<file path="config.mk">
export PLATFORM = sky130hd
export DESIGN_NAME = tdpt_rem
export DESIGN_NICKNAME = d
export VERILOG_FILES = /design/src/rtl/tdpt_pkg.sv /design/src/rtl/tdpt_rem.sv
export SDC_FILE = /design/constraint.sdc
export NUM_CORES = 1
export LEC_CHECK = 0
export BUFFER_PORTS_ARGS = -buffer_cell sky130_fd_sc_hd__buf_2
export CAP_MARGIN = 10
export CORE_MARGIN = 2
export CORE_UTILIZATION = 60
export CTS_CLUSTER_DIAMETER = 100
export DETAILED_ROUTE_END_ITERATION = 10
export GPL_TIMING_DRIVEN = 0
export PLACE_DENSITY_LB_ADDON = 0.12
export SLEW_MARGIN = 10
export SYNTH_ARGS = -nofsm -noshare
export SYNTH_HDL_FRONTEND = slang
export SYNTH_SLANG_ARGS = --single-unit
</file>
<file path="constraint.sdc">
create_clock -name clock -period 8.67 [get_ports clock]
set_clock_uncertainty 0.05 [all_clocks]
set_input_delay 1.734 -clock clock [delete_from_list [all_inputs] [get_ports clock]]
set_output_delay 1.734 -clock clock [all_outputs]
set_load 0.02 [all_outputs]
</file>
<file path="src/rtl/tdpt_pkg.sv">
// shared types and constants for the trial division prime test
`timescale 1ns / 1ps

package tdpt_pkg;

   // transfer codes returned with each result word
   localparam logic [1:0] XFER_ONE   = 2'd1;
   localparam logic [1:0] XFER_TWO   = 2'd2;
   localparam logic [1:0] XFER_THREE = 2'd3;

   // status handed back from the remainder unit to the sequencer
   typedef struct packed {
      logic done;
      logic rem_zero;
   } tdpt_rem_status_type;

endpackage

</file>
<file path="src/rtl/tdpt_rem.sv">
// bit-serial restoring remainder unit, one dividend bit per cycle
`timescale 1ns / 1ps

module tdpt_rem #(
   parameter int NUM_WIDTH = 40
) (
   input  logic                         clock,
   input  logic                         reset,
   input  logic                         go,
   input  logic [NUM_WIDTH-1:0]         dividend,
   input  logic [NUM_WIDTH-1:0]         divisor,
   output tdpt_pkg::tdpt_rem_status_type status
);

   localparam int CNT_W = $clog2(NUM_WIDTH + 1);

   logic                 running_ff, running_in;
   logic                 done_ff, done_in;
   logic [CNT_W-1:0]     cnt_ff, cnt_in;
   logic [NUM_WIDTH-1:0] num_ff, num_in;
   logic [NUM_WIDTH-1:0] div_ff, div_in;
   logic [NUM_WIDTH-1:0] rem_ff, rem_in;
   logic [NUM_WIDTH:0]   shifted;
   logic [NUM_WIDTH:0]   div_ext;
   logic                 fits;

   // one restoring step: shift in next dividend bit, subtract if it fits
   always_comb begin
      shifted = {rem_ff, num_ff[NUM_WIDTH-1]};
      div_ext = {1'b0, div_ff};
      fits    = (shifted >= div_ext);
   end

   // step control
   always_comb begin
      running_in = running_ff;
      done_in    = 1'b0;
      cnt_in     = cnt_ff;
      num_in     = num_ff;
      div_in     = div_ff;
      rem_in     = rem_ff;
      if (go) begin
         running_in = 1'b1;
         cnt_in     = CNT_W'(NUM_WIDTH);
         num_in     = dividend;
         div_in     = divisor;
         rem_in     = '0;
      end else if (running_ff) begin
         num_in = {num_ff[NUM_WIDTH-2:0], 1'b0};
         rem_in = fits ? NUM_WIDTH'(shifted - div_ext) : NUM_WIDTH'(shifted);
         cnt_in = cnt_ff - CNT_W'(1);
         if (cnt_ff == CNT_W'(1)) begin
            running_in = 1'b0;
            done_in    = 1'b1;
         end
      end
   end

   // control registers
   always_ff @(posedge clock) begin
      if (reset) begin
         running_ff <= 1'b0;
         done_ff    <= 1'b0;
         cnt_ff     <= '0;
      end else begin
         running_ff <= running_in;
         done_ff    <= done_in;
         cnt_ff     <= cnt_in;
      end
   end

   // datapath registers
   always_ff @(posedge clock) begin
      num_ff <= num_in;
      div_ff <= div_in;
      rem_ff <= rem_in;
   end

   assign status.done     = done_ff;
   assign status.rem_zero = (rem_ff == '0);

endmodule

</file>
==> key figures, run 1 <==
Outcome
  • Status: finished, final reports clean

Drt
  • Antenna Violating Nets Remaining: 0
  • Initial DRC count: 621
  • Drt drc: 0
  • Routed WL: 19,700 microns
  • Vias post-DR: 6,479
  • TritonRoute pass-1 iters: 5
  • DR WL/cell: 18.3 microns
  • Post-DR vias/cell: 6.04

Setup path
  • Slowest-stage cell, CP: buf_2
  • CP required: 8670 ps
  • Critical Path Max Stage Delay: 760 ps
  • CP top delay family: buffers and inverters
  • Worst Setup Start Kind: input port
  • CP arrival: 4050 ps
  • CP Capture Type: flip-flop
  • FF-to-FF Start: num_ff[39]
  • CP startpoint: go
  • CP Buf/Inv Count: 3
  • CP cell instances: buf_2, clkbuf_1, nor2_1, inv_2
  • Crit Path Max Fanout: 43
  • Worst Setup Path Type: in2reg

Finish
  • Post-layout util: 0.709
  • Ratio of cells with drive above 1 in the final layout: 0.200
  • P&R area growth vs syn: 16.4%
  • Design area: 0.00884 sq mm
  • Fillcell total: 994
  • # diodes: 0
  • Final net count: 1,013

CTS
  • CTS resizes: 0
  • Clock sinks: 128
  • Clk_lat worst skew: 430 ps
  • CTS tree: built
  • Clock tree buffer depth: 2
  • Reg clk slew, reported paths: 60 ps
  • Root Buffer: clkbuf_16
  • Cts hold-fix bufs: 0
  • Post-CTS Setup Bufs: 0
  • TritonCTS Buffers: 17
  • Htree depth: 4

Timing
  • Hold_ws: 465 ps
  • Period utilisation layout: 0.467
  • RSZ-0062 raised after global routing: false
  • Hold Vio Cnt, Final: 0
  • Final Max Slew Viols: 0
  • Post-route minimum period: 4050 ps
  • Setup_tns: 0 ps
  • Final count of negative-setup-slack endpoints: 0
  • Relative slew slack: 0.318
  • Fmax: 0.247 GHz
  • Actual slew at the worst max-slew pin: 1020 ps

Global route
  • All-Layer GR Usage: 0.296
  • Total grt overflow: 0
  • Largest net degree at the start of global routing: 44
  • Met1 Use GR: 0.386
  • Met3 Use GR: 0.0607
  • First-pass GRT wire length: 30,400 microns
  • GR peak layer: met2
  • Initial antenna violation count: 0
  • Number of global-route vias before repair: 6,199
  • Met2 Usage GRT: 0.474

Synth
  • Synth top area share: 0.316
  • Post-synth EDFFs: 80
  • Syn Inst Count: 785
  • Count leader, synth: edfxtp_1
  • Synth Warn #: 0
  • Cell taking the most area after synthesis: edfxtp_1
  • Mapped cell area: 0.00759 sq mm
  • Synth Area in Compound Gates: 0.172
  • Seq/Total Area, Yosys: 0.443
  • Dominant synthesized flop cell: edfxtp_1
  • Xor/xnor cell area share of the yosys netlist: 0.0381
  • Post-synthesis mux area share: 0.0672
  • Seq cells post-synth: 128
  • Mapped Avg Cell Area: 9.67 sq um
  • Largest family of logic cells by synthesized area: compound AO/OA/AOI/OAI gates
  • Fraction of the mapped netlist area in adder cells: 0.0719
  • Synth unique cells: 66
  • Commonest cells post-synth: edfxtp_1, nand2_1, nor2_1
  • Post-synthesis async set-or-reset flop share: 0
  • Largest cells by area after synthesis: edfxtp_1, dfxtp_1, ha_1, mux2_2, nand2_1
  • Synth Area in Simple Gates: 0.155
  • Syn nets: 911

Place
  • I/O Buffers: 83
  • HPWL after DPL: 13,800 microns
  • Gpl congestion: 0.945
  • Post-DP Area: 0.00822 sq mm

Power and ir drop
  • Static leakage: 3.75 nW
  • Final Power: 1.89 mW
  • PwrDens: 213 mW/mm^2
  • Max IR drop VDD: 167 uV

Floorplan
  • # rows: 41
  • Initial Utilization: 0.609
  • IO Count: 85
  • Core Area: 0.0125 sq mm
  • Die Y: 116 microns
  • Die Footprint: 0.0136 sq mm
  • Die width: 116 microns

Worst hold path
  • Hold/Removal Path Class: reg2reg
  • Hold Startpoint: rem_ff[6]

Run
  • Max Cap Viol: 0
-- worst reg2reg max path, cell delays in order, from the launching register on --
cell	delay, ps
edfxtp_1	440
inv_1	90
ha_1	170
inv_1	60
fa_1	410
a21o_1	220
a221oi_2	510
o21bai_1	140
o21bai_1	360
a21oi_2	190
o31ai_4	340
o32ai_1	150
mux2i_1	140
a221o_1	340
-- report_power, final --
part	total, mW	switching [mW]	internal (mW)
combinational	0.401	0.242	0.158
sequential	0.740	0.0329	0.707
clock	0.745	0.276	0.469
total	1.89	0.551	1.33
-- stage by stage --
| stage | cells | setup WS, ps |
|---|---|---|
| 2_1_floorplan | 785 | 5260 |
| 3_3_place_gp | 1040 | 3840 |
| 3_5_place_dp | 1040 | 4180 |
| 4_1_cts | 1072 | 4630 |
| 5_1_grt | 1072 | 4430 |
| 6_report | 1072 | 4620 |
-- final timing paths --
check | to | slack [ps] | cells after the start
worst min-delay path | rem_ff[6] | 460 | 2
worst max-delay path | num_ff[2] | 4620 | 4
worst max register to register | rem_ff[38] | 4960 | 13
worst min register to register | rem_ff[6] | 460 | 2
-- cells by family (layout without fill, tap and decap cells) --
| kind of cell | Yosys count | count (layout) |
|---|---|---|
| flops | 128 | 128 |
| compound gates | 188 | 188 |
| buf+inv | 99 | 214 |
| xor+xnor | 33 | 33 |
| simple gates | 248 | 248 |
| fa+ha+maj | 43 | 43 |
| mux | 46 | 46 |
-- sequential cells by signal, summed over array words and instances, names as in the netlist --
name        cells
done_ff         1
div_ff         40
num_ff         40
running_ff      1
rem_ff         40
cnt_ff          6
-- routing by layer --
layer,share of wire,vias to the layer above
li1,-,3089
met1,0.42,3048
met2,0.48,285
met3,0.073,57
met4,0.034,0
met5,0,-
-- area by class of cell --
type / instances / area (sq um) / share of cell area
Multi-Input combinational cell: 558 / 3820 / 0.433
Sequential cell: 128 / 3360 / 0.381
Clock buffer: 20 / 457 / 0.0517
Timing Repair Buffer: 83 / 415 / 0.0470
Inverter: 58 / 218 / 0.0246
Tap cell: 172 / 215 / 0.0244
Buffer: 41 / 185 / 0.0210
Clock inverter: 12 / 159 / 0.0180
-- cell usage in the layout, fill, tap and decap left out, types with 3 or more instances in the layout --
| cell | n |
|---|---|
| buf_2 | 99 |
| edfxtp_1 | 80 |
| nand2_1 | 74 |
| nor2_1 | 71 |
| inv_1 | 56 |
| a21oi_1 | 52 |
| dfxtp_1 | 48 |
| ha_1 | 42 |
| mux2_2 | 39 |
| clkbuf_1 | 21 |
| xnor2_1 | 20 |
| a311oi_1 | 18 |
| a21o_1 | 17 |
| clkbuf_16 | 17 |
| nor4_1 | 16 |
| nor3_1 | 16 |
| o21ai_0 | 16 |
| nand4_1 | 14 |
| a211oi_1 | 14 |
| xor2_1 | 13 |
| nand3_1 | 12 |
| o21bai_1 | 11 |
| nor2b_1 | 10 |
| o21ai_1 | 10 |
| and3_1 | 8 |
| nand2b_1 | 6 |
| mux2i_1 | 6 |
| a32oi_1 | 6 |
| a31oi_1 | 5 |
| or3_1 | 5 |
| o31ai_1 | 5 |
| and2_1 | 4 |
| o21a_1 | 4 |
| o211ai_1 | 4 |
| a2111oi_0 | 3 |
| nand4b_1 | 3 |
| buf_4 | 3 |
| bufinv_16 | 3 |
| clkinv_4 | 3 |
Power figures use the tool's default switching activity.
==> run 2, diff against run 1 <==
--- a/config.mk
+++ b/config.mk
@@ -8,7 +8,7 @@
 export BUFFER_PORTS_ARGS = -buffer_cell sky130_fd_sc_hd__buf_2
 export CAP_MARGIN = 10
 export CORE_MARGIN = 2
-export CORE_UTILIZATION = 60
+export CORE_UTILIZATION = 59
 export CTS_CLUSTER_DIAMETER = 100
 export DETAILED_ROUTE_END_ITERATION = 10
 export GPL_TIMING_DRIVEN = 0
==> constraint.sdc (replaced) <==
create_clock -name clock -period 4.15 [get_ports clock]
set_clock_uncertainty 0.05 [all_clocks]
set_input_delay 0.83 -clock clock [delete_from_list [all_inputs] [get_ports clock]]
set_output_delay 0.83 -clock clock [all_outputs]
set_load 0.02 [all_outputs]
==> run 2 against run 1 <==
  * Utilization shrank 0.62 points
  * Hold slack worse by 5.0 ps
  * Wire length fell by 4.9%
  * Combinational power is 110% higher
  * Total power grew 110%
  * Critical path type is now reg2reg
  * Largest power group is now sequential cells
==> key figures, run 2 (same netlist as run 1, synthesis figures left out) <==
Drt
  • Vias post-DR: 6,483
  • Antenna Violating Nets Remaining: 0
  • Post-DR vias/cell: 6.05
  • Initial DRC count: 686
  • TritonRoute pass-1 iters: 6
  • DR WL/cell: 17.4 microns
  • Drt drc: 0
  • Routed WL: 18,700 microns

Floorplan
  • Die width: 117 microns
  • Core Area: 0.0126 sq mm
  • Die Y: 117 microns
  • Die Footprint: 0.0138 sq mm
  • Initial Utilization: 0.604
  • IO Count: 85
  • # rows: 41

Timing
  • Final count of negative-setup-slack endpoints: 0
  • Fmax: 0.276 GHz
  • Period utilisation layout: 0.872
  • Post-route minimum period: 3620 ps
  • Hold Vio Cnt, Final: 0
  • Actual slew at the worst max-slew pin: 1020 ps
  • RSZ-0062 raised after global routing: false
  • Relative slew slack: 0.320
  • Final Max Slew Viols: 0
  • Setup_tns: 0 ps

Power and ir drop
  • Max IR drop VDD: 417 uV
  • Static leakage: 3.75 nW
  • PwrDens: 443 mW/mm^2

CTS
  • Root Buffer: clkbuf_16
  • Post-CTS Setup Bufs: 0
  • Clock tree buffer depth: 2
  • Cts hold-fix bufs: 0
  • Clock sinks: 128
  • TritonCTS Buffers: 17
  • Reg clk slew, reported paths: 60 ps
  • CTS resizes: 0
  • Clk_lat worst skew: 430 ps
  • Htree depth: 4
  • CTS tree: built

Outcome
  • Status: finished, final reports clean

Setup path
  • CP arrival: 3880 ps
  • Reg-to-reg slack, setup: 530 ps
  • Crit Path Max Fanout: 5
  • Worst Setup Path Type: reg2reg
  • Worst Setup Start Kind: flip-flop
  • CP required: 4410 ps
  • CP cell instances: inv_1, ha_1, inv_1, fa_1, a21o_1, a221oi_2, o21bai_1, o21bai_1, a21oi_2, o31ai_4, o32ai_1, mux2i_1, a221o_1
  • Slowest-stage cell, CP: a221oi_2
  • CP Capture Type: flip-flop
  • Critical Path Max Stage Delay: 460 ps

Finish
  • Fillcell total: 971
  • Most common cell after layout, fill and taps aside: buf_2
  • Design area: 0.00883 sq mm
  • Non-Filler Instances: 1,072
  • P&R area growth vs syn: 16.4%
  • Ratio of cells with drive above 1 in the final layout: 0.201
  • Most frequent cells in the layout: buf_2, edfxtp_1, nand2_1
  • Post-layout util: 0.703
  • # diodes: 0
  • Final net count: 1,013
  • Top Registers: div_ff: 40 flops, num_ff: 40 flops, rem_ff: 40 flops

Place
  • Post-DP Area: 0.00822 sq mm
  • HPWL after DPL: 13,400 microns
  • Cells after DPL: 1,040
  • Gpl congestion: 0.937
  • I/O Buffers: 83

Global route
  • Initial antenna violation count: 0
  • Total grt overflow: 0
  • Number of global-route vias before repair: 6,110
  • Largest net degree at the start of global routing: 44
  • All-Layer GR Usage: 0.275
  • First-pass GRT wire length: 30,000 microns

Run
  • Max Cap Viol: 0

Worst hold path
  • Hold/Removal Path Class: reg2reg
==> run 2: cell count changes in the layout (fill, tap and decap cells not counted) <==
cell	previous run	this run
clkbuf_8	2	0
clkinv_4	3	5
clkbuf_1	21	20
clkinv_2	2	3
clkinvlp_4	2	1
inv_8	0	1
==> run 2: power breakdown <==
group | leakage, nW | internal [mW] | switching, mW | total [mW]
registers | 1.19 | 1.48 | 0.0676 | 1.55
clock network | 0.299 | 0.951 | 0.589 | 1.54
logic | 2.26 | 0.330 | 0.496 | 0.826
==> run 2: routing by layer <==
metal  GRT usage  vias up  part of all wire
li1            -     3099                 -
met1       0.369     3066              0.43
met2       0.442      276              0.47
met3      0.0579       42             0.078
met4       0.102        0             0.023
met5           0        -                 0
==> run 2: final timing paths <==
check               endpoint  startpoint  depth (start not counted)
setup / recovery  rem_ff[38]  num_ff[39]                         13
hold / removal     rem_ff[6]   rem_ff[6]                          2
setup reg to reg  rem_ff[38]  num_ff[39]                         13
hold reg to reg    rem_ff[6]   rem_ff[6]                          2
==> run 2: critical path, delay by kind of cell (launching register included) <==
family                     cells  cell delay (ps)
buffers and inverters          2              140
AOI/OAI and AO/OA              8             2190
adders and majority gates      2              600
muxes                          1              130
DFF                            1              390
==> run 2: per-stage QoR <==
| stage | setup WS [ps] | hold WS, ps | total power [mW] |
|---|---|---|---|
| 2_1_floorplan | 1240 | 407 | 2.14 |
| 3_3_place_gp | 255 | 436 | 2.34 |
| 3_5_place_dp | 599 | 449 | 2.37 |
| 4_1_cts | 563 | 456 | 3.91 |
| 5_1_grt | 350 | 489 | 4.08 |
| 6_report | 530 | 460 | 3.91 |
==> run 2: cell type report <==
type                       count  area [sq um]  share of cell area
buffer                        41           185              0.0210
clock buffer                  17           425              0.0482
clock inverter                15           185              0.0210
inverter                      58           218              0.0246
multi-input combinational    558          3820               0.433
sequential                   128          3360               0.381
tap                          172           215              0.0244
timing repair buffer          83           415              0.0470
==> run 3, diff against run 2 <==
--- a/config.mk
+++ b/config.mk
@@ -8,7 +8,7 @@
 export BUFFER_PORTS_ARGS = -buffer_cell sky130_fd_sc_hd__buf_2
 export CAP_MARGIN = 10
 export CORE_MARGIN = 2
-export CORE_UTILIZATION = 59
+export CORE_UTILIZATION = 46
 export CTS_CLUSTER_DIAMETER = 100
 export DETAILED_ROUTE_END_ITERATION = 10
 export GPL_TIMING_DRIVEN = 0
==> run 3 against run 2 <==
  * Cell area grew 0.43%
  * Hold slack gained 7.7 ps
  * Non-clock buffer count is the same
  * Die area grew 27%
  * Via count shrank 3.2%
==> key figures, run 3 (same netlist as run 1, synthesis figures left out) <==
Setup path
  • Slowest-stage cell, CP: a221oi_2
  • Critical Path Max Stage Delay: 440 ps
  • CP top delay family: compound AO/OA/AOI/OAI gates
  • Worst Setup Start Kind: flip-flop
  • CP required: 4400 ps
  • Reg2reg path depth: 13
  • CP arrival: 3860 ps
  • CP cell instances: inv_1, ha_1, inv_1, fa_1, a21o_1, a221oi_2, o21bai_1, o21bai_1, a21oi_2, o31ai_4, o32ai_1, mux2i_1, a221o_1
  • Critical Path Stages: 13
  • Crit Path Max Fanout: 5
  • Worst Setup Path Type: reg2reg
  • CP Capture Type: flip-flop
  • CP Buf/Inv Count: 2

Timing
  • Post-route minimum period: 3610 ps
  • RSZ-0062 raised after global routing: false
  • Final count of negative-setup-slack endpoints: 0
  • Period utilisation layout: 0.871
  • Hold Vio Cnt, Final: 0
  • Final Max Slew Viols: 0
  • Setup_tns: 0 ps
  • Relative slew slack: 0.313
  • Actual slew at the worst max-slew pin: 1030 ps
  • Fmax: 0.277 GHz
  • Hold_ws: 467 ps

Finish
  • Most frequent cells in the layout: buf_2, edfxtp_1, nand2_1
  • Top Registers: div_ff: 40 flops, num_ff: 40 flops, rem_ff: 40 flops
  • Ratio of cells with drive above 1 in the final layout: 0.198
  • # diodes: 0
  • Reg area: 0.00336 sq mm
  • Area of the multi-input gates: 0.00382 sq mm
  • Post-layout util: 0.554
  • Non-Filler Instances: 1,116
  • Most common cell after layout, fill and taps aside: buf_2
  • Fillcell total: 1,503
  • Final net count: 1,013
  • P&R area growth vs syn: 16.8%
  • Design area: 0.00887 sq mm

Place
  • Cells after DPL: 1,084
  • HPWL after DPL: 14,200 microns
  • Post-DP Area: 0.00828 sq mm
  • Gpl congestion: 0.907
  • I/O Buffers: 83

Run
  • Max Cap Viol: 0

CTS
  • Cts hold-fix bufs: 0
  • Htree depth: 4
  • CTS resizes: 0
  • TritonCTS Buffers: 17
  • Clock tree buffer depth: 2
  • Clk_lat worst skew: 420 ps
  • Reg clk slew, reported paths: 60 ps
  • Clock sinks: 128
  • Root Buffer: clkbuf_16
  • Post-CTS Setup Bufs: 0
  • CTS tree: built

Drt
  • Antenna Violating Nets Remaining: 0
  • Drt drc: 0
  • Routed WL: 19,400 microns
  • Initial DRC count: 579
  • Vias post-DR: 6,276
  • TritonRoute pass-1 iters: 5
  • Post-DR vias/cell: 5.62
  • DR WL/cell: 17.4 microns

Floorplan
  • Die width: 132 microns
  • Core Area: 0.0160 sq mm
  • # rows: 46
  • Die Footprint: 0.0175 sq mm
  • Initial Utilization: 0.474
  • IO Count: 85
  • Die Y: 132 microns

Global route
  • Total grt overflow: 0
  • First-pass GRT wire length: 31,000 microns
  • Initial antenna violation count: 0
  • Number of global-route vias before repair: 6,077
  • Largest net degree at the start of global routing: 44
  • All-Layer GR Usage: 0.224

Outcome
  • Status: finished, final reports clean

Worst hold path
  • Worst hold stages: 2
  • Hold/Removal Path Class: reg2reg

Power and ir drop
  • Max IR drop VDD: 331 uV
  • PwrDens: 438 mW/mm^2
  • Static leakage: 3.73 nW
[run 3: layout make-up]
class,count,area share
plain buffers,41,0.0209
clock buffers,17,0.0480
clock inverters,15,0.0189
inverters,58,0.0245
multi-input cells,558,0.431
flip-flops and latches,128,0.379
well taps,216,0.0305
repair buffers,83,0.0468
[run 3: metal layers]
layer,up-vias,global-route usage,share of wire
met5,-,0,0
li1,3090,-,-
met1,2998,0.302,0.46
met2,164,0.364,0.47
met3,24,0.0414,0.053
met4,0,0.0765,0.017
[run 3: power by group]
| part | switching [mW] | internal [mW] | total (mW) |
|---|---|---|---|
| clock | 0.577 | 0.939 | 1.52 |
| combinational | 0.499 | 0.330 | 0.829 |
| sequential | 0.0658 | 1.48 | 1.54 |
[run 3: stage by stage]
stage          setup slack (ps)  power, mW
6_report                    537       3.89
5_1_grt                     333       4.07
4_1_cts                     550       3.90
3_5_place_dp                524       2.38
3_3_place_gp                147       2.36
2_1_floorplan              1240       2.14
[run 3: worst min-delay path: cells and delay by family, from the launching register on]
family             cells  cell delay [ps]
AOI/OAI and AO/OA      1               60
DFF                    1              320
and+or+nand+nor        1               80
[run 3: worst paths after layout]
kind	start	to	slack [ps]
max	num_ff[39]	rem_ff[38]	540
min	cnt_ff[1]	cnt_ff[1]	470
max reg2reg	num_ff[39]	rem_ff[38]	540
min reg2reg	cnt_ff[1]	cnt_ff[1]	470
